[src/rtl/two_mass_feedforward_force_unit_assert.svh]
// ----------------------------------------------------------------------------
// Assertion macros for the two-mass feedforward force unit
// Concurrent checks clocked on clk; one form honors reset, one does not.
// ----------------------------------------------------------------------------
`ifndef TWO_MASS_FEEDFORWARD_FORCE_UNIT_ASSERT_SVH
`define TWO_MASS_FEEDFORWARD_FORCE_UNIT_ASSERT_SVH
`ifndef ASSERT_OFF
`define TMFF_ASSERT(lbl, prop, msg) \
	lbl: assert property (@(posedge clk) disable iff (!arst_n) prop) else $error(msg);
`define TMFF_ASSERT_NR(lbl, prop, msg) \
	lbl: assert property (@(posedge clk) prop) else $error(msg);
`else
`define TMFF_ASSERT(lbl, prop, msg)
`define TMFF_ASSERT_NR(lbl, prop, msg)
`endif
`endif

[src/rtl/tmff_pkg.sv]
// ----------------------------------------------------------------------------
// tmff_pkg
// Shared widths, register indexes, reset values, command types and clamping.
// ----------------------------------------------------------------------------
package tmff_pkg;

	localparam int DATA_W        = 32;
	localparam int TS_W          = 31;
	localparam int CFG_IDX_W     = 3;
	localparam int FRAC_BITS_DEF = 16;
	localparam int MUL_SEL_W     = 3;

	// configuration register indexes
	localparam logic [CFG_IDX_W-1:0] CFG_MASS_ONE     = 3'd0;
	localparam logic [CFG_IDX_W-1:0] CFG_DAMPING      = 3'd1;
	localparam logic [CFG_IDX_W-1:0] CFG_STIFFNESS    = 3'd2;
	localparam logic [CFG_IDX_W-1:0] CFG_INV_MASS_ONE = 3'd3;
	localparam logic [CFG_IDX_W-1:0] CFG_FORCE_SHARE  = 3'd4;
	localparam logic [CFG_IDX_W-1:0] CFG_TIME_STEP    = 3'd5;

	localparam logic signed [DATA_W-1:0] RST_MASS_ONE     = 32'sd65536;
	localparam logic signed [DATA_W-1:0] RST_DAMPING      = 32'sd0;
	localparam logic signed [DATA_W-1:0] RST_STIFFNESS    = 32'sd0;
	localparam logic signed [DATA_W-1:0] RST_INV_MASS_ONE = 32'sd65536;
	localparam logic signed [DATA_W-1:0] RST_FORCE_SHARE  = 32'sd32768;
	localparam logic [TS_W-1:0]          RST_TIME_STEP    = 31'd655;

	// multiplier operand pairs; the product lands in the matching register
	localparam logic [MUL_SEL_W-1:0] MUL_MA  = 3'd0; // m1 * a
	localparam logic [MUL_SEL_W-1:0] MUL_DV  = 3'd1; // d * v
	localparam logic [MUL_SEL_W-1:0] MUL_KP  = 3'd2; // k * p
	localparam logic [MUL_SEL_W-1:0] MUL_PV  = 3'd3; // v * dt
	localparam logic [MUL_SEL_W-1:0] MUL_U   = 3'd4; // num * share
	localparam logic [MUL_SEL_W-1:0] MUL_DVR = 3'd5; // acc * 1/m1
	localparam logic [MUL_SEL_W-1:0] MUL_VV  = 3'd6; // dv_rate * dt

	typedef struct packed {
		logic                 start;   // capture accel, clear flag
		logic                 load;    // take initial position and velocity
		logic                 mul_go;
		logic [MUL_SEL_W-1:0] mul_sel;
		logic                 sum_go;
		logic                 sum_acc; // 0: force numerator, 1: mass-one accel
		logic                 update;  // commit state, load output register
	} cmd_t;

	typedef struct packed {
		logic out_stall;
	} sts_t;

	// bit 32 flags a clamp, bits 31:0 hold the clamped value
	function automatic logic [DATA_W:0] clamp64(input logic signed [63:0] x);
		if (x[63:DATA_W-1] != {(65-DATA_W){x[63]}})
			return {1'b1, x[63], {(DATA_W-1){~x[63]}}};
		return {1'b0, x[DATA_W-1:0]};
	endfunction

endpackage

[src/rtl/tmff_ctrl.sv]
// ----------------------------------------------------------------------------
// tmff_ctrl
// Sequencer: walks one step item through the shared multiplier and adder.
// ----------------------------------------------------------------------------
`include "two_mass_feedforward_force_unit_assert.svh"

module tmff_ctrl (
	input  logic                clk,
	input  logic                arst_n,
	input  logic                s_tvalid,
	input  logic                mode,
	input  tmff_pkg::sts_t      sts,
	output logic                s_tready,
	output tmff_pkg::cmd_t      cmd
);

	localparam logic [3:0] ST_IDLE = 4'd0;
	localparam logic [3:0] ST_MA   = 4'd1;
	localparam logic [3:0] ST_DV   = 4'd2;
	localparam logic [3:0] ST_KP   = 4'd3;
	localparam logic [3:0] ST_PV   = 4'd4;
	localparam logic [3:0] ST_NUM  = 4'd5;
	localparam logic [3:0] ST_U    = 4'd6;
	localparam logic [3:0] ST_WU   = 4'd7;
	localparam logic [3:0] ST_ACC  = 4'd8;
	localparam logic [3:0] ST_DVR  = 4'd9;
	localparam logic [3:0] ST_WDVR = 4'd10;
	localparam logic [3:0] ST_VV   = 4'd11;
	localparam logic [3:0] ST_WVV  = 4'd12;
	localparam logic [3:0] ST_UPD  = 4'd13;

	logic [3:0] state_q;
	logic [3:0] state_d;
	logic       accept;

	assign s_tready = (state_q == ST_IDLE);
	assign accept   = s_tvalid & s_tready;

	always_comb begin
		state_d     = state_q;
		cmd         = '0;
		cmd.mul_sel = tmff_pkg::MUL_MA;
		case (state_q)
			ST_IDLE: begin
				cmd.load  = accept & ~mode;
				cmd.start = accept & mode;
				if (accept && mode)
					state_d = ST_MA;
			end
			ST_MA: begin
				cmd.mul_go  = 1'b1;
				cmd.mul_sel = tmff_pkg::MUL_MA;
				state_d     = ST_DV;
			end
			ST_DV: begin
				cmd.mul_go  = 1'b1;
				cmd.mul_sel = tmff_pkg::MUL_DV;
				state_d     = ST_KP;
			end
			ST_KP: begin
				cmd.mul_go  = 1'b1;
				cmd.mul_sel = tmff_pkg::MUL_KP;
				state_d     = ST_PV;
			end
			ST_PV: begin
				cmd.mul_go  = 1'b1;
				cmd.mul_sel = tmff_pkg::MUL_PV;
				state_d     = ST_NUM;
			end
			ST_NUM: begin
				cmd.sum_go = 1'b1;
				state_d    = ST_U;
			end
			ST_U: begin
				cmd.mul_go  = 1'b1;
				cmd.mul_sel = tmff_pkg::MUL_U;
				state_d     = ST_WU;
			end
			ST_WU: begin
				state_d = ST_ACC;
			end
			ST_ACC: begin
				cmd.sum_go  = 1'b1;
				cmd.sum_acc = 1'b1;
				state_d     = ST_DVR;
			end
			ST_DVR: begin
				cmd.mul_go  = 1'b1;
				cmd.mul_sel = tmff_pkg::MUL_DVR;
				state_d     = ST_WDVR;
			end
			ST_WDVR: begin
				state_d = ST_VV;
			end
			ST_VV: begin
				cmd.mul_go  = 1'b1;
				cmd.mul_sel = tmff_pkg::MUL_VV;
				state_d     = ST_WVV;
			end
			ST_WVV: begin
				state_d = ST_UPD;
			end
			ST_UPD: begin
				// hold until the output register can take the item
				if (!sts.out_stall) begin
					cmd.update = 1'b1;
					state_d    = ST_IDLE;
				end
			end
			default: begin
				state_d = ST_IDLE;
			end
		endcase
	end

	always_ff @(posedge clk or negedge arst_n) begin
		if (!arst_n)
			state_q <= ST_IDLE;
		else
			state_q <= state_d;
	end

	`TMFF_ASSERT(a_step_starts, (accept && mode) |=> (state_q == ST_MA), "step did not start")
	`TMFF_ASSERT(a_load_idle, (accept && !mode) |=> (state_q == ST_IDLE), "load left idle")
	`TMFF_ASSERT(a_upd_done, cmd.update |=> (state_q == ST_IDLE), "update did not finish")
	`TMFF_ASSERT_NR(a_rst_idle, !arst_n |=> (state_q == ST_IDLE), "state not idle in reset")

endmodule

[src/rtl/tmff_dp.sv]
// ----------------------------------------------------------------------------
// tmff_dp
// Datapath: configuration registers, shared 32x32 multiplier with floor
// shift and clamp, shared adder, position and velocity state, output register.
// ----------------------------------------------------------------------------
module tmff_dp #(
	parameter int FRAC_BITS = tmff_pkg::FRAC_BITS_DEF
) (
	input  logic                                 clk,
	input  logic                                 arst_n,
	input  logic                                 cfg_we,
	input  logic [tmff_pkg::CFG_IDX_W-1:0]       cfg_index,
	input  logic [tmff_pkg::DATA_W-1:0]          cfg_data,
	input  logic signed [tmff_pkg::DATA_W-1:0]   accel,
	input  logic signed [tmff_pkg::DATA_W-1:0]   init_pos,
	input  logic signed [tmff_pkg::DATA_W-1:0]   init_vel,
	input  tmff_pkg::cmd_t                       cmd,
	output tmff_pkg::sts_t                       sts,
	output logic                                 m_tvalid,
	input  logic                                 m_tready,
	output logic signed [tmff_pkg::DATA_W-1:0]   force_res,
	output logic                                 saturated
);

	localparam int W = tmff_pkg::DATA_W;

	logic signed [W-1:0]                   mass_one_q, damping_q, stiffness_q;
	logic signed [W-1:0]                   inv_mass_one_q, force_share_q;
	logic [tmff_pkg::TS_W-1:0]             time_step_q;

	logic signed [W-1:0]                   p_q, v_q, a_q;
	logic signed [W-1:0]                   t_ma_q, t_dv_q, t_kp_q, pv_q;
	logic signed [W-1:0]                   num_q, u_q, acc_q, dvr_q, vdt_q;
	logic                                  sat_q;

	logic signed [W-1:0]                   opa, opb;
	logic signed [2*W-1:0]                 prod_s1;
	logic [tmff_pkg::MUL_SEL_W-1:0]        sel_s1;
	logic                                  pend_s1;
	logic signed [2*W-1:0]                 shifted;
	logic [W:0]                            wb_c;

	logic signed [W+1:0]                   third, sum34;
	logic [W:0]                            sum_c;
	logic signed [W:0]                     np33, nv33;
	logic [W:0]                            np_c, nv_c;

	logic                                  m_tvalid_q;
	logic signed [W-1:0]                   force_res_q;
	logic                                  sat_out_q;

	// configuration registers
	always_ff @(posedge clk or negedge arst_n) begin
		if (!arst_n) begin
			mass_one_q     <= tmff_pkg::RST_MASS_ONE;
			damping_q      <= tmff_pkg::RST_DAMPING;
			stiffness_q    <= tmff_pkg::RST_STIFFNESS;
			inv_mass_one_q <= tmff_pkg::RST_INV_MASS_ONE;
			force_share_q  <= tmff_pkg::RST_FORCE_SHARE;
			time_step_q    <= tmff_pkg::RST_TIME_STEP;
		end else if (cfg_we) begin
			case (cfg_index)
				tmff_pkg::CFG_MASS_ONE:     mass_one_q     <= cfg_data;
				tmff_pkg::CFG_DAMPING:      damping_q      <= cfg_data;
				tmff_pkg::CFG_STIFFNESS:    stiffness_q    <= cfg_data;
				tmff_pkg::CFG_INV_MASS_ONE: inv_mass_one_q <= cfg_data;
				tmff_pkg::CFG_FORCE_SHARE:  force_share_q  <= cfg_data;
				tmff_pkg::CFG_TIME_STEP:    time_step_q    <= cfg_data[tmff_pkg::TS_W-1:0];
				default: begin
				end
			endcase
		end
	end

	// multiplier operand select
	always_comb begin
		case (cmd.mul_sel)
			tmff_pkg::MUL_MA:  begin opa = mass_one_q;  opb = a_q;            end
			tmff_pkg::MUL_DV:  begin opa = damping_q;   opb = v_q;            end
			tmff_pkg::MUL_KP:  begin opa = stiffness_q; opb = p_q;            end
			tmff_pkg::MUL_PV:  begin opa = v_q;         opb = {1'b0, time_step_q}; end
			tmff_pkg::MUL_U:   begin opa = num_q;       opb = force_share_q;  end
			tmff_pkg::MUL_DVR: begin opa = acc_q;       opb = inv_mass_one_q; end
			tmff_pkg::MUL_VV:  begin opa = dvr_q;       opb = {1'b0, time_step_q}; end
			default:           begin opa = mass_one_q;  opb = a_q;            end
		endcase
	end

	// arithmetic shift floors toward minus infinity
	assign shifted = prod_s1 >>> FRAC_BITS;
	assign wb_c    = tmff_pkg::clamp64(shifted);

	assign third = cmd.sum_acc ? -{{2{u_q[W-1]}}, u_q} : {{2{t_ma_q[W-1]}}, t_ma_q};
	assign sum34 = third - {{2{t_dv_q[W-1]}}, t_dv_q} - {{2{t_kp_q[W-1]}}, t_kp_q};
	assign sum_c = tmff_pkg::clamp64({{(62-W){sum34[W+1]}}, sum34});

	assign np33 = {p_q[W-1], p_q} + {pv_q[W-1], pv_q};
	assign nv33 = {v_q[W-1], v_q} + {vdt_q[W-1], vdt_q};
	assign np_c = tmff_pkg::clamp64({{(63-W){np33[W]}}, np33});
	assign nv_c = tmff_pkg::clamp64({{(63-W){nv33[W]}}, nv33});

	always_ff @(posedge clk) begin
		if (cmd.mul_go) begin
			prod_s1 <= opa * opb;
			sel_s1  <= cmd.mul_sel;
		end
		if (cmd.start)
			a_q <= accel;
		if (pend_s1) begin
			case (sel_s1)
				tmff_pkg::MUL_MA:  t_ma_q <= wb_c[W-1:0];
				tmff_pkg::MUL_DV:  t_dv_q <= wb_c[W-1:0];
				tmff_pkg::MUL_KP:  t_kp_q <= wb_c[W-1:0];
				tmff_pkg::MUL_PV:  pv_q   <= wb_c[W-1:0];
				tmff_pkg::MUL_U:   u_q    <= wb_c[W-1:0];
				tmff_pkg::MUL_DVR: dvr_q  <= wb_c[W-1:0];
				tmff_pkg::MUL_VV:  vdt_q  <= wb_c[W-1:0];
				default: begin
				end
			endcase
		end
		if (cmd.sum_go) begin
			if (cmd.sum_acc)
				acc_q <= sum_c[W-1:0];
			else
				num_q <= sum_c[W-1:0];
		end
		if (cmd.update) begin
			force_res_q <= u_q;
			sat_out_q   <= sat_q | np_c[W] | nv_c[W];
		end
	end

	always_ff @(posedge clk or negedge arst_n) begin
		if (!arst_n) begin
			p_q        <= '0;
			v_q        <= '0;
			sat_q      <= 1'b0;
			pend_s1    <= 1'b0;
			m_tvalid_q <= 1'b0;
		end else begin
			pend_s1 <= cmd.mul_go;
			if (cmd.start)
				sat_q <= 1'b0;
			else
				sat_q <= sat_q | (pend_s1 & wb_c[W]) | (cmd.sum_go & sum_c[W]);
			if (cmd.load) begin
				p_q <= init_pos;
				v_q <= init_vel;
			end else if (cmd.update) begin
				p_q <= np_c[W-1:0];
				v_q <= nv_c[W-1:0];
			end
			if (cmd.update)
				m_tvalid_q <= 1'b1;
			else if (m_tready)
				m_tvalid_q <= 1'b0;
		end
	end

	assign sts.out_stall = m_tvalid_q & ~m_tready;
	assign m_tvalid      = m_tvalid_q;
	assign force_res     = force_res_q;
	assign saturated     = sat_out_q;

endmodule

[src/rtl/two_mass_feedforward_force_unit.sv]
// ----------------------------------------------------------------------------
// two_mass_feedforward_force_unit
// Step item: no new item is taken until the update state loads the result
// into the output register, and that update waits while the output is
// stalled. The pace is set by seven products through one shared 32x32
// multiplier with a registered product, four of them in a dependent chain.
// Load item: takes initial position and velocity, no result. Reset restores
// register defaults and clears position, velocity and output valid at once.
// ----------------------------------------------------------------------------
module two_mass_feedforward_force_unit #(
	parameter int FRAC_BITS = tmff_pkg::FRAC_BITS_DEF
) (
	input  logic                                clk,
	input  logic                                arst_n,
	input  logic                                s_tvalid,
	output logic                                s_tready,
	input  logic [3*tmff_pkg::DATA_W-1:0]       s_tdata,  // accel, init_pos, init_vel
	input  logic [0:0]                          s_tuser,  // mode
	output logic                                m_tvalid,
	input  logic                                m_tready,
	output logic [tmff_pkg::DATA_W-1:0]         m_tdata,  // force_res
	output logic [0:0]                          m_tuser,  // saturated
	input  logic                                cfg_valid,
	output logic                                cfg_ready,
	input  logic [tmff_pkg::CFG_IDX_W-1:0]      cfg_index,
	input  logic [tmff_pkg::DATA_W-1:0]         cfg_data
);

	localparam int W = tmff_pkg::DATA_W;

	tmff_pkg::cmd_t       cmd;
	tmff_pkg::sts_t       sts;
	logic signed [W-1:0]  force_res;
	logic                 saturated;

	assign cfg_ready = 1'b1;

	tmff_ctrl u_ctrl (
		.clk      (clk),
		.arst_n   (arst_n),
		.s_tvalid (s_tvalid),
		.mode     (s_tuser[0]),
		.sts      (sts),
		.s_tready (s_tready),
		.cmd      (cmd)
	);

	tmff_dp #(
		.FRAC_BITS (FRAC_BITS)
	) u_dp (
		.clk       (clk),
		.arst_n    (arst_n),
		.cfg_we    (cfg_valid & cfg_ready),
		.cfg_index (cfg_index),
		.cfg_data  (cfg_data),
		.accel     (s_tdata[W-1:0]),
		.init_pos  (s_tdata[2*W-1:W]),
		.init_vel  (s_tdata[3*W-1:2*W]),
		.cmd       (cmd),
		.sts       (sts),
		.m_tvalid  (m_tvalid),
		.m_tready  (m_tready),
		.force_res (force_res),
		.saturated (saturated)
	);

	assign m_tdata    = force_res;
	assign m_tuser[0] = saturated;

endmodule
[config.mk]
export PLATFORM = sky130hd
export DESIGN_NAME = two_mass_feedforward_force_unit
export DESIGN_NICKNAME = d
export VERILOG_FILES = /design/src/rtl/tmff_pkg.sv /design/src/rtl/tmff_ctrl.sv /design/src/rtl/tmff_dp.sv /design/src/rtl/two_mass_feedforward_force_unit.sv
export VERILOG_INCLUDE_DIRS = /design/src /design/src/rtl
export SDC_FILE = /design/constraint.sdc
export NUM_CORES = 2
export LEC_CHECK = 0
export BUFFER_PORTS_ARGS = -buffer_cell sky130_fd_sc_hd__buf_2
export CORE_MARGIN = 2
export CORE_UTILIZATION = 62
export DETAILED_ROUTE_END_ITERATION = 8
export MAX_ROUTING_LAYER = met4
export PLACE_DENSITY = 0.77
export RECOVER_POWER = 100
export SLEW_MARGIN = 10
export SYNTH_ARGS = -nofsm -noshare
export SYNTH_HDL_FRONTEND = slang
export SYNTH_SLANG_ARGS = --single-unit
[constraint.sdc]
create_clock -name clk -period 12.8 [get_ports clk]
set_clock_uncertainty 0.2 [all_clocks]
set_input_delay 1.92 -clock clk [delete_from_list [all_inputs] [get_ports clk]]
set_output_delay 1.92 -clock clk [all_outputs]
set_load 0.02 [all_outputs]
==> impl_metrics.yaml <==
hold_path:
  hp-class: "flop to flop"
  holdPathStages: 0
  whs_endpoint: "u_dp.force_res[6]"
  worstHoldStart: "u_dp.u_q[6]"
synthesis:
  synth_edf_count: 404
  yosysWarnings: 0
  synth-async-reset-ratio_pct: 39.34
  synth_top_area_share_pct: 33.13
  muxShareOfSynthArea_pct: 3.394
  synth-xor-area-share_pct: 2.089
  syn_area_sq_um: 67430
  synth-simple-area-share_pct: 10.37
  synthFlopType: "edfxtp_1"
  synth_fp_nets: 8034
  ys_seq_area_share_pct: 27.73
  synth_seq_cells: 666
  yosys.cell_types.count: 93
  syn_inst: 6502
  yosys-top-cells-area: "fa_1 33%, edfxtp_1 18%, dfrtp_1 9.4%"
  synth_compound_area_share_pct: 9.775
  synth.avg_cell_area_sq_um: 10.37
  synth_top_family_by_area: "adder cells"
  synth.largest_area_cell: "fa_1"
  synth_fa_ha_area_share_pct: 38.31
grt:
  grt_pass1_vias: 52260
  grtUsageTotal_pct: 41.39
  grt_max_degree: 157
  globalRoute.totalOverflow: 0
  antenna_found_initial: 23
  grt_pass1_wl_mm: 327.5
timing:
  min_period_ps: 12060
  tightest_slew_ps: 6104
  min_period_over_period_pct: 94.19
  hold_viol: 0
  setup_viol: 0
  grt_setup_unrepaired: "no"
  max_freq_ghz: 0.08295
  slew_viol_final: 1035
  maxSlewHeadroom_pct: -306.9
  final.setup.tns_ps: 0
setup_path:
  cp.required_ps: 12950
  r2r-start: "u_ctrl.state_q[3]"
  critical_path_class: "flop to flop"
  crit_path_end_kind: "flop"
  path_common_cell: "fa_1"
  cp-start-kind: "flop"
  startpoint: "u_ctrl.state_q[3]"
  rr_worst_depth: 30
  critical-path-max-stage-delay_ps: 1030
  arrival_ps: 12210
  worstPathMaxFanout: 29
  crit_slowest_cell: "fa_1"
  reg2reg_to: "u_dp.prod_s1[63]"
  regToRegSetupSlack_ps: 740
cells_and_area:
  instances_no_fill: 8079
  most-common-layout-cells: "1170 x inv_1, 1116 x fa_1, 673 x nand2_1"
  regMostFlops: "u_dp.prod_s1"
  nNetsFinal: 8143
  drive_above_1_share_pct: 9.437
  area_growth_pct: 7.367
  fillers: 8386
  final_common_cell: "inv_1"
  largest_reg_flops: 48
drt:
  drt-pass1-iter-count: 7
  drc_errors: 0
  ant_nets: 0
  vias_per_cell: 6.234
  drt_iter0_drc: 5455
  finalWirelength_mm: 217.1
  routedWlPerCell_um: 26.87
  vias: 50360
floorplanning:
  die_w_um: 333.8
  core.rowCount: 120
  coreArea_sq_um: 107500
  dieHeight_um: 333.8
  dieArea_sq_um: 111400
  start_util_pct: 62.72
  ios: 173
run_status:
  violations: "capacitance limit, slew limit"
  status: "finished, violations left"
clocking:
  clkLatencyLatePin_ps: 640
  cts_num_sinks: 666
  cts_made_buffers: 66
  post-cts-setup-buffer-count: 0
  clk_pin_slew_ps: 60
  clk_path_buf_depth: 3
  hold_buffers: 0
  post_cts_resized: 0
  cts_tree: "built"
  cts.root.buffer_cell: "clkbuf_16"
  cts_max_level: 3
placed_design:
  place.gp.congestion: 1.000
  port_buffers: 171
  place_inst: 7946
  place.detailed.hpwl_mm: 166.9
job:
  drv_cap: 26
==> stage by stage <==
step	area, sq um	utilization (%)	hold slack [ps]	setup slack (ps)
floorplan	67430	-	241.5	2592
global route	72390	67.33	309.0	367.7
CTS	72800	67.72	293.8	1218
finish	72390	67.34	293.5	743.9
detailed placement	70640	65.71	278.5	1264
global placement	70640	65.71	266.9	1368
==> cell usage after synthesis, drive strengths merged (11+ instances only) <==
library cell	number
or3	31
a22oi	110
o21ai	166
clkbuf	283
nand2	673
and2	25
xor2	66
nor3	36
edfxtp	404
mux2	194
nand3b	11
dfrtp	253
xnor2	94
o21bai	35
a21oi	221
a221oi	24
nor2	609
a31oi	27
nand2b	42
o22ai	21
a21boi	23
a21o	135
o31ai	15
and3	34
a221o	47
o21a	26
a211oi	19
ha	279
nor2b	22
fa	1116
nor4	12
a22o	23
buf	27
nand3	70
inv	1170
o211ai	21
nand4	24
==> final cells by class <==
type	instances	area (sq um)	area share [%]
Multi-Input combinational cell	4355	43360	59.89
Sequential cell	666	18700	25.83
Inverter	1171	4395	6.072
Timing Repair Buffer	351	1993	2.753
Clock buffer	93	1856	2.563
Tap cell	1403	1755	2.425
Clock inverter	29	312.8	0.4321
Antenna cell	11	27.53	0.03802
==> how the worst max path moves through the flow <==
stage,to
after floorplan,u_dp.prod_s1[63]
after global placement,u_dp.prod_s1[60]
after detailed placement,u_dp.prod_s1[63]
after CTS,u_dp.prod_s1[63]
after global routing,u_dp.prod_s1[63]
final,u_dp.prod_s1[63]
==> logic make-up (layout without fill, tap and decap cells) <==
kind of cell	Yosys count	after routing
and+or+nand+nor	1632	1632
buffers and inverters	1481	1644
adders and majority gates	1395	1395
AOI/OAI and AO/OA	963	963
DFF	666	666
muxes	204	204
xor gates and xnor gates	160	160
other	1	12
==> layer usage <==
layer,part of all wire [%],GRT usage (%)
met1,37,53.74
met2,44,60.59
met3,12,10.76
met4,6.6,21.22
met5,0,-
==> worst max-delay path: cells and delay by family, from the launching register on <==
family / cells / cell delay, ps
flip-flops: 1 / 320
XOR/XNOR: 1 / 140
buffers and inverters: 4 / 1430
AND/OR/NAND/NOR: 7 / 2760
AO/OA/AOI/OAI: 9 / 1740
adder cells (fa/ha/maj): 9 / 5180
Power is left out: the tool's default activity adds up to more than one toggle a clock period on the data nets, which glitch-free logic cannot reach.
